`config.mk`:
```
export PLATFORM = sky130hd
export DESIGN_NAME = wildcard_pattern_matcher_core
export DESIGN_NICKNAME = d
export VERILOG_FILES = /design/src/hdl/wpm_pkg.sv /design/src/hdl/wpm_front.sv /design/src/hdl/wpm_queue.sv /design/src/hdl/wpm_back.sv /design/src/hdl/wildcard_pattern_matcher_core.sv
export SDC_FILE = /design/constraint.sdc
export NUM_CORES = 2
export LEC_CHECK = 0
export BUFFER_PORTS_ARGS = -buffer_cell sky130_fd_sc_hd__buf_2
export CORE_MARGIN = 2
export CORE_UTILIZATION = 60
export DETAILED_ROUTE_END_ITERATION = 8
export GPL_ROUTABILITY_DRIVEN = 0
export PLACE_DENSITY = 0.76
export SYNTH_ARGS = -nofsm -noshare
export SYNTH_HDL_FRONTEND = slang
export SYNTH_HIERARCHICAL = 1
export SYNTH_MEMORY_MAX_BITS = 65536
export SYNTH_SLANG_ARGS = --single-unit
```
`constraint.sdc`:
```
create_clock -name clk -period 11.8 [get_ports clk]
set_clock_uncertainty 0.1 [all_clocks]
set_input_delay 1.77 -clock clk [delete_from_list [all_inputs] [get_ports clk]]
set_output_delay 1.77 -clock clk [all_outputs]
set_load 0.01 [all_outputs]
```
`src/hdl/wpm_pkg.sv`:
```
// Shared constants and types for the wildcard pattern matcher.
// Used by wpm_front, wpm_queue, wpm_back and the top level; no dependencies.
package wpm_pkg;

	// Store capacities and the derived index and length widths
	localparam int MAX_PATTERN = 256;
	localparam int MAX_TEXT    = 256;
	localparam int PAT_AW      = (MAX_PATTERN > 1) ? $clog2(MAX_PATTERN) : 1;
	localparam int TXT_AW      = (MAX_TEXT > 1) ? $clog2(MAX_TEXT) : 1;
	localparam int PAT_LW      = $clog2(MAX_PATTERN + 1);
	localparam int TXT_LW      = $clog2(MAX_TEXT + 1);

	// Request function codes as they arrive on the input port
	localparam logic [1:0] FUNC_PAT = 2'd0;
	localparam logic [1:0] FUNC_TXT = 2'd1;
	localparam logic [1:0] FUNC_CMP = 2'd2;

	// Operation codes carried through the command queue
	localparam logic [1:0] OP_PAT = 2'd0;
	localparam logic [1:0] OP_TXT = 2'd1;
	localparam logic [1:0] OP_CMP = 2'd2;

	// Wildcard characters in the pattern
	localparam logic [7:0] CH_ANY = 8'h3F;
	localparam logic [7:0] CH_RUN = 8'h2A;

	// Command queue depth
	localparam int QDEPTH = 4;
	localparam int QAW    = $clog2(QDEPTH);

	typedef struct packed {
		logic [1:0] op;
		logic [7:0] data;
	} cmd_t;

	// Queue status: valid goes to the back end, full goes to the front end
	typedef struct packed {
		logic valid;
		logic full;
	} q_status_t;

endpackage

```
`src/hdl/wpm_front.sv`:
```
// Front end: accepts requests, decodes the function code, drops unused codes.
// Depends on wpm_pkg; feeds wpm_queue.
module wpm_front import wpm_pkg::*; (
	input  logic       in_valid,
	output logic       in_stall,
	input  logic [1:0] func,
	input  logic [7:0] byte_value,
	input  q_status_t  q_stat,
	output logic       push,
	output cmd_t       push_cmd
);

	logic known;

	// Classify the request
	always_comb begin
		known         = 1'b1;
		push_cmd.data = byte_value;
		unique case (func)
			FUNC_PAT: push_cmd.op = OP_PAT;
			FUNC_TXT: push_cmd.op = OP_TXT;
			FUNC_CMP: push_cmd.op = OP_CMP;
			default: begin
				push_cmd.op = OP_PAT;
				known       = 1'b0;
			end
		endcase
	end

	// Hold the request while the queue is full; drop unknown codes
	assign in_stall = q_stat.full;
	assign push     = in_valid && !q_stat.full && known;

endmodule

```
`src/hdl/wpm_queue.sv`:
```
// Short command queue between front and back end.
// Depends on wpm_pkg.
module wpm_queue import wpm_pkg::*; (
	input  logic      clk,
	input  logic      arst_n,
	input  logic      push,
	input  cmd_t      push_cmd,
	input  logic      pop,
	output cmd_t      head_cmd,
	output q_status_t q_stat
);

	localparam int CW = $clog2(QDEPTH + 1);

	cmd_t            entry_q [QDEPTH];
	logic [QAW-1:0]  wr_ptr_q;
	logic [QAW-1:0]  rd_ptr_q;
	logic [CW-1:0]   count_q;

	assign q_stat.valid = (count_q != '0);
	assign q_stat.full  = (count_q == CW'(QDEPTH));
	assign head_cmd     = entry_q[rd_ptr_q];

	// Store entries
	always_ff @(posedge clk) begin
		if (push) begin
			entry_q[wr_ptr_q] <= push_cmd;
		end
	end

	// Advance pointers and occupancy
	always_ff @(posedge clk or negedge arst_n) begin
		if (!arst_n) begin
			wr_ptr_q <= '0;
			rd_ptr_q <= '0;
			count_q  <= '0;
		end else begin
			if (push) begin
				wr_ptr_q <= (wr_ptr_q == QAW'(QDEPTH - 1)) ? '0 : wr_ptr_q + QAW'(1);
			end
			if (pop) begin
				rd_ptr_q <= (rd_ptr_q == QAW'(QDEPTH - 1)) ? '0 : rd_ptr_q + QAW'(1);
			end
			if (push && !pop) begin
				count_q <= count_q + CW'(1);
			end else if (pop && !push) begin
				count_q <= count_q - CW'(1);
			end
		end
	end

endmodule

```
`src/hdl/wpm_back.sv`:
```
// Back end: pattern and text stores, greedy wildcard matcher, result register.
// Depends on wpm_pkg; pops commands from wpm_queue.
module wpm_back import wpm_pkg::*; (
	input  logic      clk,
	input  logic      arst_n,
	input  q_status_t q_stat,
	input  cmd_t      head_cmd,
	output logic      pop,
	output logic      out_valid,
	input  logic      out_stall,
	output logic      matched,
	output logic      overflowed
);

	localparam logic [1:0] ST_IDLE = 2'd0;
	localparam logic [1:0] ST_READ = 2'd1;
	localparam logic [1:0] ST_EVAL = 2'd2;
	localparam logic [1:0] ST_OUT  = 2'd3;

	logic [7:0]        pat_mem [MAX_PATTERN];
	logic [7:0]        txt_mem [MAX_TEXT];
	logic [7:0]        p_rd_q;
	logic [7:0]        t_rd_q;

	logic [1:0]        state_q;
	logic [PAT_LW-1:0] plen_q;
	logic [TXT_LW-1:0] tlen_q;
	logic              ovf_q;
	logic [PAT_LW-1:0] pj_q;
	logic [TXT_LW-1:0] ti_q;
	logic [PAT_LW-1:0] rp_q;
	logic [TXT_LW-1:0] rt_q;
	logic              have_run_q;
	logic              res_q;
	logic              out_valid_q;
	logic              matched_q;
	logic              overflowed_q;

	logic              pat_we;
	logic              txt_we;
	logic              p_in;
	logic              t_in;
	logic              p_star;
	logic              p_hit;

	assign pop    = (state_q == ST_IDLE) && q_stat.valid;
	assign pat_we = pop && (head_cmd.op == OP_PAT) && (plen_q < PAT_LW'(MAX_PATTERN));
	assign txt_we = pop && (head_cmd.op == OP_TXT) && (tlen_q < TXT_LW'(MAX_TEXT));

	assign p_in   = (pj_q < plen_q);
	assign t_in   = (ti_q < tlen_q);
	assign p_star = p_in && (p_rd_q == CH_RUN);
	assign p_hit  = p_in && ((p_rd_q == CH_ANY) || (p_rd_q == t_rd_q));

	assign out_valid  = out_valid_q;
	assign matched    = matched_q;
	assign overflowed = overflowed_q;

	// Stores: one write port, one registered read port each
	always_ff @(posedge clk) begin
		if (pat_we) begin
			pat_mem[plen_q[PAT_AW-1:0]] <= head_cmd.data;
		end
		p_rd_q <= pat_mem[pj_q[PAT_AW-1:0]];
	end

	always_ff @(posedge clk) begin
		if (txt_we) begin
			txt_mem[tlen_q[TXT_AW-1:0]] <= head_cmd.data;
		end
		t_rd_q <= txt_mem[ti_q[TXT_AW-1:0]];
	end

	// Sequence appends, matcher steps and result delivery
	always_ff @(posedge clk or negedge arst_n) begin
		if (!arst_n) begin
			state_q      <= ST_IDLE;
			plen_q       <= '0;
			tlen_q       <= '0;
			ovf_q        <= 1'b0;
			pj_q         <= '0;
			ti_q         <= '0;
			rp_q         <= '0;
			rt_q         <= '0;
			have_run_q   <= 1'b0;
			res_q        <= 1'b0;
			out_valid_q  <= 1'b0;
			matched_q    <= 1'b0;
			overflowed_q <= 1'b0;
		end else begin
			// drop the result once taken, unless a new one replaces it
			if (out_valid_q && !out_stall && (state_q != ST_OUT)) begin
				out_valid_q <= 1'b0;
			end
			unique case (state_q)
				ST_IDLE: begin
					if (pop) begin
						unique case (head_cmd.op)
							OP_PAT: begin
								if (pat_we) begin
									plen_q <= plen_q + PAT_LW'(1);
								end else begin
									ovf_q <= 1'b1;
								end
							end
							OP_TXT: begin
								if (txt_we) begin
									tlen_q <= tlen_q + TXT_LW'(1);
								end else begin
									ovf_q <= 1'b1;
								end
							end
							OP_CMP: begin
								pj_q       <= '0;
								ti_q       <= '0;
								have_run_q <= 1'b0;
								state_q    <= ST_READ;
							end
							default: begin
								state_q <= ST_IDLE;
							end
						endcase
					end
				end
				ST_READ: begin
					state_q <= ST_EVAL;
				end
				ST_EVAL: begin
					state_q <= ST_READ;
					if (t_in) begin
						if (p_star) begin
							have_run_q <= 1'b1;
							pj_q       <= pj_q + PAT_LW'(1);
							rp_q       <= pj_q + PAT_LW'(1);
							rt_q       <= ti_q;
						end else if (p_hit) begin
							pj_q <= pj_q + PAT_LW'(1);
							ti_q <= ti_q + TXT_LW'(1);
						end else if (have_run_q) begin
							rt_q <= rt_q + TXT_LW'(1);
							ti_q <= rt_q + TXT_LW'(1);
							pj_q <= rp_q;
						end else begin
							res_q   <= 1'b0;
							state_q <= ST_OUT;
						end
					end else begin
						// skip trailing stars, then require the pattern to be used up
						if (p_star) begin
							pj_q <= pj_q + PAT_LW'(1);
						end else begin
							res_q   <= !p_in;
							state_q <= ST_OUT;
						end
					end
				end
				ST_OUT: begin
					if (!out_valid_q || !out_stall) begin
						out_valid_q  <= 1'b1;
						matched_q    <= res_q;
						overflowed_q <= ovf_q;
						plen_q       <= '0;
						tlen_q       <= '0;
						ovf_q        <= 1'b0;
						state_q      <= ST_IDLE;
					end
				end
				default: begin
					state_q <= ST_IDLE;
				end
			endcase
		end
	end

endmodule

```
`src/hdl/wildcard_pattern_matcher_core.sv`:
```
// Wildcard pattern matcher, top level: front end, command queue, back end.
// Appends sustain one request per cycle in the back end while no compare is in progress.
// A compare runs matcher steps, each a store read and then an evaluate, with the
// steps bounded by about text_length * (pattern_length + 1) with backtracking.
// Reset clears lengths, overflow flag, queue and output; stores are left as is.
// Depends on wpm_pkg, wpm_front, wpm_queue and wpm_back.
module wildcard_pattern_matcher_core import wpm_pkg::*; (
	input  logic       clk,
	input  logic       arst_n,
	input  logic       in_valid,
	output logic       in_stall,
	input  logic [1:0] func,
	input  logic [7:0] byte_value,
	output logic       out_valid,
	input  logic       out_stall,
	output logic       matched,
	output logic       overflowed
);

	q_status_t q_stat;
	logic      push;
	logic      pop;
	cmd_t      push_cmd;
	cmd_t      head_cmd;

	// Decode requests
	wpm_front u_front (
		.in_valid   (in_valid),
		.in_stall   (in_stall),
		.func       (func),
		.byte_value (byte_value),
		.q_stat     (q_stat),
		.push       (push),
		.push_cmd   (push_cmd)
	);

	// Decouple front and back
	wpm_queue u_queue (
		.clk      (clk),
		.arst_n   (arst_n),
		.push     (push),
		.push_cmd (push_cmd),
		.pop      (pop),
		.head_cmd (head_cmd),
		.q_stat   (q_stat)
	);

	// Execute commands
	wpm_back u_back (
		.clk        (clk),
		.arst_n     (arst_n),
		.q_stat     (q_stat),
		.head_cmd   (head_cmd),
		.pop        (pop),
		.out_valid  (out_valid),
		.out_stall  (out_stall),
		.matched    (matched),
		.overflowed (overflowed)
	);

endmodule
```
==> results.py <==
metrics = {
    "global_routing": {
        "grt_pass1_vias": 84054,
        "grt_use_total_pct": 29.0,
        "grt_max_degree": 224,
        "grt_pass1_wl_um": 589000,
        "overflow": 0,
        "antenna_found_initial": 16,
    },
    "die": {
        "die_area_sq_um": 280000,
        "start_util_pct": 60.4,
        "core_sq_um": 274000,
        "dieWidth_um": 529,
        "die_h_um": 529,
        "ios": 18,
        "num_rows": 192,
    },
    "synthesis": {
        "synthCells": 8166,
        "synth_cell_types": 85,
        "ys.flop_type": "edfxtp_1",
        "synthXorXnorAreaFrac_pct": 0.148,
        "synth_top_family_by_area": "multiplexers",
        "synth_warnings": 6,
        "synth_edf_count": 4136,
        "seq_area_frac_synth_pct": 76.2,
        "synth_compound_area_share_pct": 3.77,
        "syn_area_sq_um": 166000,
        "synthArstFlopShare_pct": 1.63,
        "synth.area.mux_share_pct": 14.7,
        "syn_avg_cell_area_sq_um": 20.3,
        "synth_adder_area_share_pct": 0.292,
        "synthSimpleGateAreaFrac_pct": 2.87,
        "ys_ff_latch": 4221,
        "synth_nets": 8218,
    },
    "critical_path": {
        "crit_arrival_ns": 6.26,
        "path_buf_inv": 2,
        "cp_num_cells": 9,
        "r2r_slack_ns": 6.18,
        "timing.rr.start": "u_back/pj_q[0]",
        "setup.worst_path.end": "u_back/p_rd_q[5]",
        "r2r_end": "u_back/p_rd_q[5]",
        "slowest_delay_ns": 1.10,
        "cp-end-kind": "register",
        "r2r_cells": 9,
        "cp_slowest_cell": "dfrtp_4",
        "cp_max_fo": 51,
        "path_cells": "buf_4, buf_4, mux4_2, a22oi_1, a21oi_1, nor3_1, a21oi_1, o21ai_0, a32oi_1",
        "path_delay_family": "buffers and inverters",
        "crit_path_start": "u_back/pj_q[0]",
        "cp-start-kind": "register",
        "critPathKind": "register to register",
        "crit_required_ns": 12.43,
    },
    "clocking": {
        "insertion_delay_ns": 0.92,
        "clk_path_buf_depth": 4,
        "hold_buffers": 0,
        "cts_htree_levels": 5,
        "cts_inserted_buffers": 409,
        "cts_resized": 0,
        "post_cts_buffers": 0,
        "cts_tree": "built",
        "cts-root-buf": "clkbuf_16",
        "cts.sinks": 4221,
        "clk_pin_slew_ns": 0.06,
    },
    "power_and_ir_drop": {
        "swShare_pct": 28.6,
        "p_comb_share_pct": 19.6,
        "p_switching_w": 0.0115,
        "p_int_w": 0.0288,
        "ir_drop_v": 0.000292,
        "power.total_w": 0.0403,
        "leakagePower_nw": 55.4,
        "p_clk_share_pct": 31.8,
        "powerDensity_nw_per_um2": 222,
        "pwr-share-seq_pct": 48.6,
    },
    "detailed_routing": {
        "drt_iter0_drc": 12358,
        "routed_wirelength_um": 406000,
        "via_count": 84857,
        "drc": 0,
        "firstDrtPassIters": 9,
        "viasPerCell": 6.90,
        "post_drt_wl_per_cell_um": 33.0,
        "ant_nets": 0,
    },
    "finish": {
        "final_common_cell": "edfxtp_1",
        "drive_above_1_share_pct": 19.5,
        "area_growth_pct": 9.78,
        "fin_cells": 12294,
        "n_fill_cell": 16820,
        "final_nets": 8307,
        "final_cell_mix": "4136 x edfxtp_1, 833 x mux4_2, 622 x nor2_1, 463 x mux2i_1, 419 x clkbuf_16",
    },
    "sta": {
        "setup-tns-final_ns": 0,
        "setup_viol": 0,
        "finalHoldViolCount": 0,
        "post-route-period-util_pct": 47.7,
        "slew_violations": 0,
        "tightest_slew_ns": 1.40,
        "maxSlewHeadroom_pct": 6.06,
        "finalCriticalPeriod_ns": 5.62,
        "rsz0062_at_grt": "no",
        "fmax_mhz": 178,
    },
    "worst_hold_path": {
        "hold_path.class": "register to register",
    },
    "run": {
        "drv_cap": 0,
    },
    "placement": {
        "dp_hpwl_um": 234000,
        "post-place-cells": 11529,
        "portBuffers": 17,
    },
    "status": {
        "status": "completed",
    },
}
==> worst reg2reg max path, stage by stage (launching register included) <==
cell and delay [ns]:
dfrtp_4 1.10, buf_4 0.90, buf_4 0.94, mux4_2 0.66, a22oi_1 0.30, a21oi_1 0.18, nor3_1 0.19, a21oi_1 0.07
o21ai_0 0.93, a32oi_1 0.07
==> power groups by stage <==
stage               clock [W]  combinational [W]  sequential [W]
global route           0.0135            0.00831          0.0196
finish                 0.0128            0.00790          0.0196
CTS                    0.0129            0.00786          0.0196
detailed placement          0            0.00785          0.0199
floorplan                   0            0.00490          0.0204
global placement            0            0.00755          0.0199
==> layout make-up <==
cell class | count | area, sq um | area share (%)
multi-input cells | 3408 | 36200 | 19.9
flip-flops and latches | 4221 | 126000 | 69.4
clock inverters | 230 | 2020 | 1.11
clock buffers | 522 | 11100 | 6.10
inverters | 42 | 165 | 0.0908
well taps | 3686 | 4610 | 2.54
diodes | 12 | 30.0 | 0.0165
repair buffers | 173 | 1450 | 0.800
==> worst min-delay path by stage <==
stage | startpoint | to | depth (start not counted)
after global placement | u_queue/count_q[2] | u_queue/count_q[2] | 1
after CTS | u_queue/count_q[2] | u_queue/count_q[2] | 1
after global routing | u_queue/count_q[2] | u_queue/count_q[2] | 1
after floorplan | u_back/res_q | u_back/res_q | 2
after detailed placement | u_queue/count_q[2] | u_queue/count_q[2] | 1
final | u_queue/count_q[2] | u_queue/count_q[2] | 1
==> per-stage QoR <==
step	worst slack [ns]	hold slack, ns	util, %	cell area [sq um]
final	6.18	0.409	66.3	182000
after global routing	5.94	0.429	66.3	182000
after CTS	6.27	0.397	66.3	182000
after detailed placement	6.29	0.386	61.5	169000
after global placement	6.22	0.367	61.5	169000
after floorplan	3.27	0.345	-	166000
==> cells in the mapped netlist (all sizes together), types with 6 or more instances <==
library cell | instances | area share (%)
o22ai | 91 | 0.34
nor2 | 625 | 1.4
nand4 | 24 | 0.091
a211o | 10 | 0.053
o31ai | 9 | 0.041
o221ai | 161 | 0.87
xnor2 | 23 | 0.12
and2 | 12 | 0.045
a211oi | 63 | 0.30
dfrtp | 69 | 1.0
o32ai | 10 | 0.053
nor3 | 74 | 0.23
ha | 37 | 0.28
inv | 41 | 0.093
buf | 265 | 1.4
a21oi | 206 | 0.62
mux2 | 14 | 0.095
nor2b | 12 | 0.045
nand3 | 52 | 0.16
a31oi | 10 | 0.038
nand2b | 9 | 0.036
a22o | 12 | 0.063
mux4 | 864 | 12
o22a | 10 | 0.053
clkbuf | 230 | 0.53
nand2 | 219 | 0.50
a2111oi | 9 | 0.066
a41oi | 7 | 0.037
edfxtp | 4136 | 75
and3 | 16 | 0.060
dfxtp | 16 | 0.19
a221oi | 18 | 0.095
or4 | 9 | 0.041
or3 | 14 | 0.053
o21ai | 89 | 0.27
nand3b | 6 | 0.027
nor4 | 22 | 0.083
a22oi | 145 | 0.66
mux2i | 463 | 2.8
==> state kept, by name (all words and copies together), names as in the netlist, 2 cells and up <==
| register | count |
|---|---|
| u_back/rt_q | 9 |
| u_queue/rd_ptr_q | 2 |
| u_back/state_q | 2 |
| u_queue/count_q | 3 |
| u_back/txt_mem | 2048 |
| u_back/ti_q | 9 |
| u_back/plen_q | 9 |
| u_back/tlen_q | 9 |
| u_back/rp_q | 9 |
| u_queue/entry_q | 40 |
| u_queue/wr_ptr_q | 2 |
| u_back/pat_mem | 2048 |
| u_back/p_rd_q | 8 |
| u_back/pj_q | 9 |
| u_back/t_rd_q | 8 |
==> logic make-up after synthesis <==
| family | Yosys count |
|---|---|
| muxes | 1341 |
| and+or+nand+nor | 1110 |
| buffers and inverters | 537 |
| AOI/OAI and AO/OA | 891 |
| DFF | 4221 |
| xor gates and xnor gates | 28 |
| adders and majority gates | 38 |
==> layer usage <==
metal | track usage [%] | wire [um]
met1 | 40.3 | 147000
met4 | 13.6 | 20700
met2 | 44.9 | 193000
met3 | 5.79 | 45500
met5 | 0 | 46
Note: power is estimated with default switching activity, not from simulation.
